[config.mk]
export PLATFORM = sky130hd
export DESIGN_NAME = ambient_led_frame_receiver_top
export DESIGN_NICKNAME = d
export VERILOG_FILES = /design/src/alfr_pkg.sv /design/src/ambient_led_frame_receiver_top.sv /design/src/alfr_store.sv /design/src/alfr_parser.sv /design/src/alfr_emitter.sv
export VERILOG_INCLUDE_DIRS = /design/src /design/src/src
export SDC_FILE = /design/constraint.sdc
export NUM_CORES = 1
export LEC_CHECK = 0
export BUFFER_PORTS_ARGS = -buffer_cell sky130_fd_sc_hd__buf_2
export CAP_MARGIN = 20
export CORE_MARGIN = 8
export CORE_UTILIZATION = 40
export CTS_CLUSTER_SIZE = 40
export DETAILED_ROUTE_END_ITERATION = 10
export SYNTH_ARGS = -nofsm -noshare
export SYNTH_HDL_FRONTEND = slang
export SYNTH_SLANG_ARGS = --single-unit
[constraint.sdc]
create_clock -name clk -period 3.6 [get_ports clk]
set_input_delay 1.08 -clock clk [delete_from_list [all_inputs] [get_ports clk]]
set_output_delay 1.08 -clock clk [all_outputs]
set_load 0.05 [all_outputs]
[src/ambient_led_frame_receiver_top_assert.svh]
// Assertion macros shared by the frame receiver modules.
// Needs a clock and an active-low reset in scope; no other dependencies.
`ifndef AMBIENT_LED_FRAME_RECEIVER_TOP_ASSERT_SVH
`define AMBIENT_LED_FRAME_RECEIVER_TOP_ASSERT_SVH

// same-cycle implication
`define ALFR_ASSERT_NOW(lbl, ck, rn, ante, cons, msg) \
    lbl: assert property (@(posedge ck) disable iff (!rn) (ante) |-> (cons)) \
        else $error(msg);

// implication checked in the next cycle
`define ALFR_ASSERT_NEXT(lbl, ck, rn, ante, cons, msg) \
    lbl: assert property (@(posedge ck) disable iff (!rn) (ante) |=> (cons)) \
        else $error(msg);

`endif

[src/alfr_pkg.sv]
// Shared constants, types and helpers for the ambient LED frame receiver.
// No dependencies.
package alfr_pkg;

    localparam int ZONE_COUNT  = 32;
    localparam int ZONE_W      = (ZONE_COUNT > 1) ? $clog2(ZONE_COUNT) : 1;
    localparam int ZONE_IDX_W  = 5;
    localparam int LEVEL_W     = 7;
    localparam int STORE_W     = 3 * LEVEL_W;
    localparam int HDR_LEN     = 3;
    localparam int HDR_CNT_W   = $clog2(HDR_LEN + 1);

    localparam logic [7:0]        MAGIC_0   = 8'h41;  // 'A'
    localparam logic [7:0]        MAGIC_1   = 8'h64;  // 'd'
    localparam logic [7:0]        MAGIC_2   = 8'h61;  // 'a'
    localparam logic [ZONE_W-1:0] LAST_ZONE = ZONE_W'(ZONE_COUNT - 1);

    typedef enum logic [1:0] {
        ST_MAGIC0,
        ST_MAGIC1,
        ST_MAGIC2,
        ST_PAYLOAD
    } parse_state_t;

    typedef enum logic [1:0] {
        COMP_RED,
        COMP_GREEN,
        COMP_BLUE
    } comp_t;

    typedef struct packed {
        logic                en;
        logic [ZONE_W-1:0]   addr;
        logic [STORE_W-1:0]  data;
    } wr_t;

    typedef struct packed {
        logic                en;
        logic [ZONE_W-1:0]   addr;
    } rd_t;

    function automatic logic [ZONE_IDX_W-1:0] to_zone_index(input logic [ZONE_W-1:0] z);
        logic [ZONE_W+ZONE_IDX_W-1:0] wide;
        wide = {{ZONE_IDX_W{1'b0}}, z};
        return wide[ZONE_IDX_W-1:0];
    endfunction

endpackage

[src/ambient_led_frame_receiver_top.sv]
// channel   direction  handshake            payload
// rx        in         in_valid / in_stall  rx_byte
// result    out        out_valid/out_stall  zone_index, red/green/blue_level, frame_end
//
// Input: one byte a cycle; colour bytes stall while the previous frame is read out.
// Output: one result per zone (store read, then output load), ZONE_COUNT a frame; one read in flight at most.
// Magic and header bytes of the next frame are taken during readout.
// Reset clears parser and readout control; the colour store needs no clearing pass.
// Output stalls hold the result register and pause store reads.
module ambient_led_frame_receiver_top (
    input  logic                            clk,
    input  logic                            rst_n,
    input  logic                            in_valid,
    output logic                            in_stall,
    input  logic [7:0]                      rx_byte,
    output logic                            out_valid,
    input  logic                            out_stall,
    output logic [alfr_pkg::ZONE_IDX_W-1:0] zone_index,
    output logic [alfr_pkg::LEVEL_W-1:0]    red_level,
    output logic [alfr_pkg::LEVEL_W-1:0]    green_level,
    output logic [alfr_pkg::LEVEL_W-1:0]    blue_level,
    output logic                            frame_end
);
    import alfr_pkg::*;

    wr_t                wr;
    rd_t                rd;
    logic [STORE_W-1:0] rd_data;
    logic               frame_start;
    logic               emit_busy;

    alfr_parser u_parser (
        .clk         (clk),
        .rst_n       (rst_n),
        .in_valid    (in_valid),
        .in_stall    (in_stall),
        .rx_byte     (rx_byte),
        .emit_busy   (emit_busy),
        .wr          (wr),
        .frame_start (frame_start)
    );

    alfr_store u_store (
        .clk     (clk),
        .wr      (wr),
        .rd      (rd),
        .rd_data (rd_data)
    );

    alfr_emitter u_emitter (
        .clk         (clk),
        .rst_n       (rst_n),
        .frame_start (frame_start),
        .emit_busy   (emit_busy),
        .rd          (rd),
        .rd_data     (rd_data),
        .out_valid   (out_valid),
        .out_stall   (out_stall),
        .zone_index  (zone_index),
        .red_level   (red_level),
        .green_level (green_level),
        .blue_level  (blue_level),
        .frame_end   (frame_end)
    );

endmodule

[src/alfr_store.sv]
// Colour store: one word per zone holding three 7-bit levels.
// One write port, one read port with registered data. Depends on alfr_pkg.
module alfr_store (
    input  logic                    clk,
    input  alfr_pkg::wr_t           wr,
    input  alfr_pkg::rd_t           rd,
    output logic [alfr_pkg::STORE_W-1:0] rd_data
);
    import alfr_pkg::*;

    logic [STORE_W-1:0] mem [ZONE_COUNT];
    logic [STORE_W-1:0] rd_data_reg;

    always_ff @(posedge clk)
    begin
        if (wr.en)
        begin
            mem[wr.addr] <= wr.data;
        end
        if (rd.en)
        begin
            rd_data_reg <= mem[rd.addr];
        end
    end

    assign rd_data = rd_data_reg;

endmodule

[src/alfr_parser.sv]
// Byte parser: magic hunt, header skip, colour collection into the store.
// Depends on alfr_pkg and the assertion macro header.
`include "ambient_led_frame_receiver_top_assert.svh"

module alfr_parser (
    input  logic          clk,
    input  logic          rst_n,
    input  logic          in_valid,
    output logic          in_stall,
    input  logic [7:0]    rx_byte,
    input  logic          emit_busy,
    output alfr_pkg::wr_t wr,
    output logic          frame_start
);
    import alfr_pkg::*;

    parse_state_t          state_reg, state_next;
    logic [HDR_CNT_W-1:0]  hdr_reg, hdr_next;
    comp_t                 comp_reg, comp_next;
    logic [ZONE_W-1:0]     zone_reg, zone_next;
    logic [LEVEL_W-1:0]    red_reg, red_next;
    logic [LEVEL_W-1:0]    green_reg, green_next;
    logic                  colour_phase;
    logic                  accept;

    // colour bytes wait while the previous frame is still being read out
    assign colour_phase = (state_reg == ST_PAYLOAD) && (hdr_reg == HDR_CNT_W'(HDR_LEN));
    assign in_stall     = colour_phase && emit_busy;
    assign accept       = in_valid && !in_stall;

    always_ff @(posedge clk or negedge rst_n)
    begin
        if (!rst_n)
        begin
            state_reg <= ST_MAGIC0;
            hdr_reg   <= '0;
            comp_reg  <= COMP_RED;
            zone_reg  <= '0;
        end
        else
        begin
            state_reg <= state_next;
            hdr_reg   <= hdr_next;
            comp_reg  <= comp_next;
            zone_reg  <= zone_next;
        end
    end

    always_ff @(posedge clk)
    begin
        red_reg   <= red_next;
        green_reg <= green_next;
    end

    always_comb
    begin
        state_next  = state_reg;
        hdr_next    = hdr_reg;
        comp_next   = comp_reg;
        zone_next   = zone_reg;
        red_next    = red_reg;
        green_next  = green_reg;
        wr.en       = 1'b0;
        wr.addr     = zone_reg;
        wr.data     = {red_reg, green_reg, rx_byte[7:1]};
        frame_start = 1'b0;

        unique case (state_reg)
            ST_MAGIC0:
            begin
                if (accept && rx_byte == MAGIC_0)
                begin
                    state_next = ST_MAGIC1;
                end
            end
            ST_MAGIC1:
            begin
                if (accept && rx_byte == MAGIC_1)
                begin
                    state_next = ST_MAGIC2;
                end
            end
            ST_MAGIC2:
            begin
                if (accept && rx_byte == MAGIC_2)
                begin
                    state_next = ST_PAYLOAD;
                    hdr_next   = '0;
                    comp_next  = COMP_RED;
                    zone_next  = '0;
                end
            end
            ST_PAYLOAD:
            begin
                if (accept)
                begin
                    if (!colour_phase)
                    begin
                        hdr_next = hdr_reg + HDR_CNT_W'(1);
                    end
                    else
                    begin
                        unique case (comp_reg)
                            COMP_RED:
                            begin
                                red_next  = rx_byte[7:1];
                                comp_next = COMP_GREEN;
                            end
                            COMP_GREEN:
                            begin
                                green_next = rx_byte[7:1];
                                comp_next  = COMP_BLUE;
                            end
                            COMP_BLUE:
                            begin
                                wr.en     = 1'b1;
                                comp_next = COMP_RED;
                                if (zone_reg == LAST_ZONE)
                                begin
                                    frame_start = 1'b1;
                                    state_next  = ST_MAGIC0;
                                    hdr_next    = '0;
                                    zone_next   = '0;
                                end
                                else
                                begin
                                    zone_next = zone_reg + ZONE_W'(1);
                                end
                            end
                            default:
                            begin
                                comp_next = COMP_RED;
                            end
                        endcase
                    end
                end
            end
            default:
            begin
                state_next = ST_MAGIC0;
            end
        endcase
    end

    `ALFR_ASSERT_NOW(a_wr_in_payload, clk, rst_n, wr.en, colour_phase && !emit_busy,
        "store write outside colour phase or during readout")
    `ALFR_ASSERT_NOW(a_start_on_last, clk, rst_n, frame_start, wr.en && zone_reg == LAST_ZONE,
        "frame start without the last zone being written")
    `ALFR_ASSERT_NEXT(a_start_rehunt, clk, rst_n, frame_start,
        state_reg == ST_MAGIC0 && zone_reg == '0, "parser did not return to magic hunt")

endmodule

[src/alfr_emitter.sv]
// Frame readout: walks the colour store zone by zone into the output register.
// Depends on alfr_pkg and the assertion macro header.
`include "ambient_led_frame_receiver_top_assert.svh"

module alfr_emitter (
    input  logic                            clk,
    input  logic                            rst_n,
    input  logic                            frame_start,
    output logic                            emit_busy,
    output alfr_pkg::rd_t                   rd,
    input  logic [alfr_pkg::STORE_W-1:0]    rd_data,
    output logic                            out_valid,
    input  logic                            out_stall,
    output logic [alfr_pkg::ZONE_IDX_W-1:0] zone_index,
    output logic [alfr_pkg::LEVEL_W-1:0]    red_level,
    output logic [alfr_pkg::LEVEL_W-1:0]    green_level,
    output logic [alfr_pkg::LEVEL_W-1:0]    blue_level,
    output logic                            frame_end
);
    import alfr_pkg::*;

    logic                   busy_reg;
    logic [ZONE_W-1:0]      rd_zone_reg;
    logic                   pend_reg;
    logic [ZONE_W-1:0]      pend_zone_reg;
    logic                   out_valid_reg;
    logic [ZONE_IDX_W-1:0]  zone_index_reg;
    logic [LEVEL_W-1:0]     red_reg;
    logic [LEVEL_W-1:0]     green_reg;
    logic [LEVEL_W-1:0]     blue_reg;
    logic                   frame_end_reg;
    logic                   issue;

    // one read in flight at most; the output slot is free by the time data lands
    assign issue     = busy_reg && !pend_reg && (!out_valid_reg || !out_stall);
    assign rd.en     = issue;
    assign rd.addr   = rd_zone_reg;
    assign emit_busy = busy_reg || pend_reg;

    always_ff @(posedge clk or negedge rst_n)
    begin
        if (!rst_n)
        begin
            busy_reg      <= 1'b0;
            rd_zone_reg   <= '0;
            pend_reg      <= 1'b0;
            out_valid_reg <= 1'b0;
        end
        else
        begin
            if (frame_start)
            begin
                busy_reg    <= 1'b1;
                rd_zone_reg <= '0;
            end
            else if (issue)
            begin
                if (rd_zone_reg == LAST_ZONE)
                begin
                    busy_reg <= 1'b0;
                end
                else
                begin
                    rd_zone_reg <= rd_zone_reg + ZONE_W'(1);
                end
            end
            pend_reg <= issue;
            if (pend_reg)
            begin
                out_valid_reg <= 1'b1;
            end
            else if (!out_stall)
            begin
                out_valid_reg <= 1'b0;
            end
        end
    end

    always_ff @(posedge clk)
    begin
        if (issue)
        begin
            pend_zone_reg <= rd_zone_reg;
        end
        if (pend_reg)
        begin
            zone_index_reg <= to_zone_index(pend_zone_reg);
            red_reg        <= rd_data[3*LEVEL_W-1:2*LEVEL_W];
            green_reg      <= rd_data[2*LEVEL_W-1:LEVEL_W];
            blue_reg       <= rd_data[LEVEL_W-1:0];
            frame_end_reg  <= (pend_zone_reg == LAST_ZONE);
        end
    end

    assign out_valid   = out_valid_reg;
    assign zone_index  = zone_index_reg;
    assign red_level   = red_reg;
    assign green_level = green_reg;
    assign blue_level  = blue_reg;
    assign frame_end   = frame_end_reg;

    `ALFR_ASSERT_NOW(a_slot_free, clk, rst_n, pend_reg, !out_valid_reg,
        "read data arrived while the output register was occupied")
    `ALFR_ASSERT_NOW(a_start_idle, clk, rst_n, frame_start, !busy_reg && !pend_reg,
        "new frame started during readout")
    `ALFR_ASSERT_NEXT(a_issue_lands, clk, rst_n, issue && rd_zone_reg == LAST_ZONE,
        pend_reg && !busy_reg, "readout did not finish after the last zone")

endmodule

; Word level (Yosys, flattened, before mapping)
; Memories as Yosys holds them, arrays and structs flattened. A register that Yosys moved wholly into a read port is not among the register bits.
; Index checks and enable logic that the tools add are counted.
; Widths: inputs -> output; s select.
[op_classes]
add_sub_neg = 3
muxes = 41
reduce_logical = 27
n_eq_ne = 23
[ops]
columns = cell, count
row1 = $mux 5, 8
row2 = $eq 8x7->1 const B, 3
row3 = $mux 2, 12
row4 = $mux 1, 16
row5 = $eq 5x5->1 const B, 3
row6 = $ne 2x1->1 const B, 6
row7 = $pmux 2 s2, 3
row8 = $reduce_and 4->1, 3
row9 = $add 5x1->5 const B, 2
row10 = $pmux 5 s2, 1
row11 = $reduce_and 5->1, 2
row12 = $eq 2x2->1 const B, 4
row13 = $logic_and 1x1->1, 8
row14 = $pmux 2 s4, 1
row15 = $reduce_and 7->1, 1
row16 = $ne 2x2->1 const B, 3
row17 = $ne 3x3->1 const B, 2
row18 = $reduce_bool 2->1, 3
row19 = $eq 2x1->1 const B, 2
row20 = $logic_not 1->1, 4
row21 = $logic_not 2->1, 2
row22 = $reduce_and 2->1, 2
row23 = $add 2x1->2 const B, 1
row24 = $logic_or 1x1->1, 2
[word_totals]
output_inout_bits = 29
inputBits = 12
ramBits = 672
memories = 1
regBits = 65
wordCells = 111
[mem_list]
columns = name, depth, width, rd, rd_clocked_by_memory_dff, wr, line
row1 = u_store.mem, 32, 21, 1, 1, 1, alfr_store.sv:11  ; logic [STORE_W-1:0] mem [ZONE_COUNT];

; Longest topological paths before layout
; Gate-level depths: netlist of the first run.
[depth]
word_depth = 9
mapped_depth = 8
mapped_depth_nobuf = 7

; Cells and area by module
; From an unflattened synthesis of the first run, not the netlist that was laid out.
[hier_totals]
cells_unflattened = 1669
area_unflattened_um2 = 29723.5
[by_module_without_submodules]
columns = mod, cells_per_inst, area_each_um2, instances
row1 = alfr_store, 1481, 26962.1, 1
row2 = alfr_emitter, 75, 1421.4, 1
row3 = alfr_parser, 113, 1340.0, 1

; Least setup slack after synthesis of the first run
; No wires, ideal clock.
[synth_timing]
kind = input to register
from = in in_valid
to = mem u_store.mem[31][0] (netlist bit) (enable)
stages = 4
t_arrival_ns = 2.844
t_required_ns = 3.201
slack_ns = 0.357
setup_ns = 0.399
path_cell_list = or4b_4 > nor2b_4 > nand2_4 > nor2_1
[synth_via]
elab_chain_len = 5
[synth_lines]
columns = item, line
row1 = start: declaration, ambient_led_frame_receiver_top.sv:13  ; input logic in_valid,
row2 = $logic_and 1x1->1, alfr_parser.sv:29  ; assign accept = in_valid && !in_stall;
row3 = $mux 1, alfr_parser.sv:95  ; if (accept)
row4 = $mux 1, alfr_parser.sv:68  ; unique case (state_reg)
row5 = $mux 1, alfr_store.sv:16  ; if (wr.en)
row6 = $mux 1 (not written as such), alfr_store.sv:18  ; mem[wr.addr] <= wr.data;
row7 = end: declaration, alfr_store.sv:11
; No other way between the ends.

; Final worst setup path of the first run
[layout_timing]
from = reg u_parser.state_reg[0]
to = out in_stall
[layout_via]
elab_chain_len = 3
[layout_lines]
columns = item, line
row1 = start: declaration, alfr_parser.sv:17  ; parse_state_t state_reg, state_next;
row2 = start signal: assignment, alfr_parser.sv:42  ; state_reg <= state_next;
row3 = $eq 2x2->1, alfr_parser.sv:27  ; assign colour_phase = (state_reg == ST_PAYLOAD) && (hdr_reg == HDR_CNT_W'(HDR_LEN));
row4 = $logic_and 1x1->1, alfr_parser.sv:27
row5 = $logic_and 1x1->1, alfr_parser.sv:28  ; assign in_stall = colour_phase && emit_busy;
row6 = end: declaration, ambient_led_frame_receiver_top.sv:14  ; output logic in_stall,
; No other way between the ends.

==> results of run 1 <==
synth_stat cells, drive strengths merged, types with 2 or more instances:
cell    count  area (µm²)
a21oi       3        15.0
a22o        3        26.3
and2        2        12.5
and3        2        12.5
buf        39         290
clkbuf     25        97.6
dfrtp      19         475
edfxtp    739       22200
ha         12         150
inv         8        30.0
mux2i       3        30.0
mux4      168        3780
nand2      19         109
nand3      12        65.1
nand3b      7        52.6
nand4       4        25.0
nor2       49         184
nor2b       5        38.8
nor4       21         206
nor4b       2        17.5
o211ai      2        20.0
o21ai       6        30.0
o22ai      84         526
o311ai      2        17.5
o31ai       2        15.0
o41ai       3        26.3
or3         3        18.8
or3b        4        35.0
logic make-up (layout without fill, tap and decap cells):
group | count (synthesis) | after routing | synth area share (%)
and+or+nand+nor | 134 | 134 | 2.86
AOI/OAI and AO/OA | 111 | 111 | 2.56
xor gates and xnor gates | 2 | 2 | 0.0612
DFF | 758 | 758 | 79.2
other | 0 | 1 | 0
buffers and inverters | 72 | 291 | 1.46
adders and majority gates | 12 | 12 | 0.524
muxes | 172 | 172 | 13.4
area by class of cell:
cell class,count,area (µm²)
repair buffers,149,1170
well taps,950,1190
clock inverters,36,378
clock buffers,98,2050
fillers,5880,38000
flip-flops and latches,758,22700
inverters,8,30.0
diodes,1,2.50
multi-input cells,431,5630
routing by layer:
metal / global-route usage (%) / vias up / share of wire, %
li1: - / 5699 / -
met1: 23.0 / 7185 / 43
met2: 26.5 / 451 / 48
met3: 3.63 / 79 / 6.8
met4: 4.71 / 0 / 2.2
met5: 0 / - / 0
per-stage QoR:
stage	instances	hold slack [ns]	instance area (µm²)
final	2431	0.416	33100
after detailed placement	2296	0.405	30700
after global placement	2296	0.405	30700
after CTS	2430	0.401	33100
after floorplan	1261	0.400	28600
after global routing	2430	0.422	33100
power groups by stage:
stage | clock (µW) | combinational (µW) | sequential (µW)
after floorplan | 0 | 3860 | 10800
after global placement | 0 | 6010 | 10700
after detailed placement | 0 | 6050 | 10700
after CTS | 7880 | 6070 | 10500
after global routing | 8180 | 6320 | 10500
final | 7740 | 5990 | 10500
worst reg2reg max path, cell delays in order, from the launching register on:
cell and delay (ns):
dfrtp_1 0.39, ha_1 0.39, nand2_4 0.09, or4b_4 0.52, nor2b_4 0.27, nand2_4 0.22, nor2_2 0.36, buf_12 0.22
path summary, 6_finish.rpt:
| path | end | slack, ns | cells after the start |
|---|---|---|---|
| worst max-delay path | in_stall | 0.42 | 5 |
| worst min-delay path | u_emitter.out_valid$_DFFE_PN0P_ | 0.42 | 1 |
| worst max register to register | u_store.mem[28][16]$_DFFE_PP_ | 0.84 | 7 |
| worst min register to register | u_emitter.red_level[4]$_DFFE_PP_ | 0.42 | 0 |
| max in group asynchronous | u_emitter.rd_zone_reg[0]$_DFFE_PN0P_ | 2.83 | 1 |
| min in group clk | u_emitter.red_level[4]$_DFFE_PP_ | 0.42 | 0 |
==> impl_results.md, run 1 <==
- Post-layout net count: 1449
- Synth warnings: 0
- Worst VDD drop: 564 µV
- Slew Limit Headroom: 43.0%
- Routed len/inst: 27.8 µm
- CP delay by family, top: buffers and inverters
- Die Ht: 284 µm
- Crit path buf inv count: 3
- Unrepaired setup endpoints after global routing: false
- Die W: 284 µm
- Measured slew at the worst slew-check pin: 0.855 ns
- Fin. max-slew vios: 0
- Crit path max fanout: 17
- Core region area: 71100 µm²
- Vias/cell: 5.52
- Tot Pwr: 24200 µW
- Cell Rows: 98
- Vias: 13414
- WP data arrival: 2.10 ns
- Drt first-iter violations: 1290
- CP Capture Type: output port
- Achievable frequency: 0.314 GHz
- FFs w/ async S/R, synth: 2.51%
- Largest register FFs: 672
- DRC Markers: 0
- Post-synthesis sequential area ratio: 79.2%
- Hold Vio Cnt, Final: 0
- Total clock sinks: 758
- Share of layout cells above drive strength 1: 32.6%
- Area grow syn2layout: 15.7%
- Highest-count cells in the layout ignoring fill and taps: edfxtp_1 (739), mux4_2 (168), buf_4 (97)
- Crit path cell chain: ha_1 > buf_4 > o211ai_2 > inv_1 > buf_2
- CP startpoint: u_parser.state_reg[0]$_DFFE_PN0P_
- Pwr Density: 731 nW/µm²
- Max Root-Sink Buffers: 3
- Top_reg_cell synth: edfxtp_1
- Final WS setup: 0.416 ns
- Post-Syn Instances: 1261
- Reg clk slew, reported paths: 0.06 ns
- Initial Utilization: 40.3%
- Int Pwr: 17300 µW
- Max-cap violations: 0
- Post-place setup slack: 0.498 ns
- Vias in the first global route: 13748
- Root Buffer: clkbuf_16
- Final Critical Period: 3.18 ns
- LEAKAGE: 0.0105 µW
- #FFs+latches synth: 758
- Seq pwr share: 43.3%
- CP peak stage delay: 0.40 ns
- CP Launch Type: register
- Sw Share: 28.7%
- Antenna Nets Post-Route: 0
- Port-buffer cells: 40
- Clock Power Share: 32.0%
- Slowest-stage cell, CP: dfrtp_1
- Netlist cell types: 51
- Total GRT Usage: 16.6%
- Post-CTS Setup Bufs: 0
- Sw Pwr: 6960 µW
- DP HPWL: 43500 µm
- Total gr overflow: 0
- Tcrit/Tclk final: 88.5%
- Crit Path Class: register to output port
- Outcome: completed
- Worst R2R Start: u_parser.hdr_reg[0]$_DFFE_PN0P_
- Cts hold-fix bufs: 0
- Critical path required time: 2.52 ns
- Initial DRT Pass Iterations: 7
- CTS Buf Count: 77
- Io pins: 41
- Setup TNS: 0 ns
- Initial antenna violation count: 0
- Logic pwr share: 24.7%
- Largest net degree at the start of global routing: 38
- H-tree lvl count: 3
- First-pass GRT wire length: 98100 µm
- Die Area: 80400 µm²
- Clock tree from TritonCTS: built
- EDFF count, synth: 739
- Mean post-synth cell area: 22.7 µm²
- Skew final: 0.0216 ns
- Post-Syn Area: 28600 µm²
- Setup violators final: 0
- WL final: 67700 µm
- Post-layout utilization of the core: 46.6%
- Hold WC Path Type: input pin to async pin
- CTS resizes: 0
- Mapped Nets: 1285
- Gpl congestion: 0.816
- Clk_lat worst skew: 0.62 ns
- Leading cell type in the layout, fill and taps excluded: edfxtp_1
Power figures use the tool's default switching activity.
==> run 2: changes to the inputs <==
--- a/config.mk
+++ b/config.mk
@@ -8,10 +8,13 @@
 export LEC_CHECK = 0
 export BUFFER_PORTS_ARGS = -buffer_cell sky130_fd_sc_hd__buf_2
 export CAP_MARGIN = 20
+export CELL_PAD_IN_SITES_DETAIL_PLACEMENT = 1
+export CELL_PAD_IN_SITES_GLOBAL_PLACEMENT = 1
 export CORE_MARGIN = 8
 export CORE_UTILIZATION = 40
 export CTS_CLUSTER_SIZE = 40
 export DETAILED_ROUTE_END_ITERATION = 10
+export PLACE_DENSITY_LB_ADDON = 0.1
 export SYNTH_ARGS = -nofsm -noshare
 export SYNTH_HDL_FRONTEND = slang
 export SYNTH_SLANG_ARGS = --single-unit
==> run 2 against run 1 <==
Against the previous run: non-clock buffer count fell by 15; final area fell by 0.50%; critical endpoint unchanged; worst hold slack improved by 0.0021 ns; largest cell class unchanged; global-route usage rose by 1.9 points; clock-buffer cell count rose by 5; critical path type unchanged; sequential share of layout area rose by 0.34 points; core utilization fell by 0.23 points; largest power group unchanged; sequential cell count did not move; register-to-register slack got worse by 0.05 ns; worst setup slack improved by 0.039 ns; critical path depth fell by 1; highest routed layer unchanged.
==> impl_results.md, run 2 (synthesis results as in run 1) <==
- Finished Layout Cells: 2423
- First-pass GRT wire length: 108000 µm
- Total GRT Usage: 18.5%
- Outcome: completed
- Final Critical Period: 3.15 ns
- CP peak stage delay: 0.41 ns
- Sw Pwr: 7190 µW
- Int Pwr: 17100 µW
- Inst Count DP: 2281
- Sw Share: 29.6%
- Share of layout cells above drive strength 1: 31.8%
- Post-layout net count: 1436
- WL final: 74500 µm
- Achievable frequency: 0.318 GHz
- Clk_lat worst skew: 0.62 ns
- DRC Markers: 0
- Cts hold-fix bufs: 0
- Vias: 13339
- Logic pwr share: 24.3%
- Antenna Nets Post-Route: 0
- CP Launch Type: register
- Core region area: 71100 µm²
- Unrepaired setup endpoints after global routing: false
- Fin. max-slew vios: 0
- Initial antenna violation count: 1
- Die Ht: 284 µm
- Vias/cell: 5.51
- Pwr Density: 737 nW/µm²
- Largest net degree at the start of global routing: 47
- Hold WC Path Type: register to register
- CTS Buf Count: 79
- WP data arrival: 2.07 ns
- Total gr overflow: 0
- Port-buffer cells: 40
- Slew Limit Headroom: 42.9%
- Critical path required time: 2.52 ns
- Max-cap violations: 0
- Reg clk slew, reported paths: 0.06 ns
- Tcrit/Tclk final: 87.4%
- Post-place setup slack: 0.455 ns
- Clock tree from TritonCTS: built
- CTS resizes: 0
- LEAKAGE: 0.0104 µW
- Max Root-Sink Buffers: 3
- Total clock sinks: 758
- Root Buffer: clkbuf_16
- Clock Power Share: 32.1%
- Setup TNS: 0 ns
- Area grow syn2layout: 15.1%
- Die W: 284 µm
- Seq pwr share: 43.5%
- CP Capture Type: output port
- Hold Vio Cnt, Final: 0
- Crit path max fanout: 9
- DP HPWL: 48100 µm
- Largest register FFs: 672
- Final WS setup: 0.455 ns
- Die Area: 80400 µm²
- Initial DRT Pass Iterations: 5
- Post-CTS Setup Bufs: 0
- Drt first-iter violations: 1209
- Gpl congestion: 0.830
- Crit Path Class: register to output port
- Slowest-stage cell, CP: dfrtp_1
- Leading cell type in the layout, fill and taps excluded: edfxtp_1
- Vias in the first global route: 14244
- Tot Pwr: 24300 µW
- Cell Rows: 98
- Highest-count cells in the layout ignoring fill and taps: edfxtp_1 (739), mux4_2 (168), buf_4 (87)
- Initial Utilization: 40.3%
- Worst VDD drop: 429 µV
- H-tree lvl count: 3
- Measured slew at the worst slew-check pin: 0.857 ns
- Post-layout utilization of the core: 46.3%
- Crit path cell chain: ha_1 > o211ai_2 > inv_1 > buf_2
- Routed len/inst: 30.7 µm
- Io pins: 41
- Skew final: 0.0228 ns
- Setup violators final: 0
run 2: path summary, 6_finish.rpt:
path | start | end | slack, ns | cells past startpoint
setup reg to reg | u_parser.hdr_reg[0]$_DFFE_PN0P_ | u_store.mem[25][10]$_DFFE_PP_ | 0.79 | 7
max in group asynchronous | rst_n | u_emitter.rd_zone_reg[1]$_DFFE_PN0P_ | 2.76 | 1
hold reg to reg | u_store.rd_data[7]$_DFFE_PP_ | u_emitter.green_level[0]$_DFFE_PP_ | 0.42 | 0
setup / recovery | u_parser.hdr_reg[0]$_DFFE_PN0P_ | in_stall | 0.45 | 4
hold / removal | u_store.rd_data[7]$_DFFE_PP_ | u_emitter.green_level[0]$_DFFE_PP_ | 0.42 | 0
min in group asynchronous | rst_n | u_emitter.rd_zone_reg[2]$_DFFE_PN0P_ | 0.44 | 1
run 2: area by class of cell:
cell class	count	area (µm²)
Antenna cell	1	2.50
Clock buffer	103	2140
Multi-Input combinational cell	431	5620
Tap cell	950	1190
Clock inverter	38	303
Inverter	8	30.0
Sequential cell	758	22700
Timing Repair Buffer	134	993
Fill cell	6443	38200
run 2: through the flow:
stage               area [µm²]  hold slack [ns]
floorplan                28600            0.400
detailed placement       30500            0.406
finish                   33000            0.418
global route             33000            0.418
CTS                      33000            0.420
global placement         30500            0.411
run 2: per-layer routing:
layer | wire length, µm | part of all wire (%) | vias up | global-route usage (%)
met5 | 0 | 0 | - | 0
met4 | 1920 | 2.6 | 0 | 5.68
met3 | 2950 | 4.0 | 103 | 2.51
met2 | 33500 | 45 | 323 | 27.9
met1 | 36100 | 48 | 7239 | 28.0
li1 | - | - | 5674 | -
run 2: power groups by stage:
stage,sequential (µW),combinational (µW),clock [µW]
floorplan,10800,3860,0
global placement,10800,5980,0
detailed placement,10800,6000,0
CTS,10600,6010,8010
global route,10600,6270,8300
finish,10600,5910,7800
run 2: worst max-delay path: cells and delay by family (launching register included):
kind | cells | cell delay (ns)
DFF | 1 | 0.41
AOI/OAI and AO/OA | 1 | 0.26
buffers and inverters | 2 | 0.37
adders and majority gates | 1 | 0.41
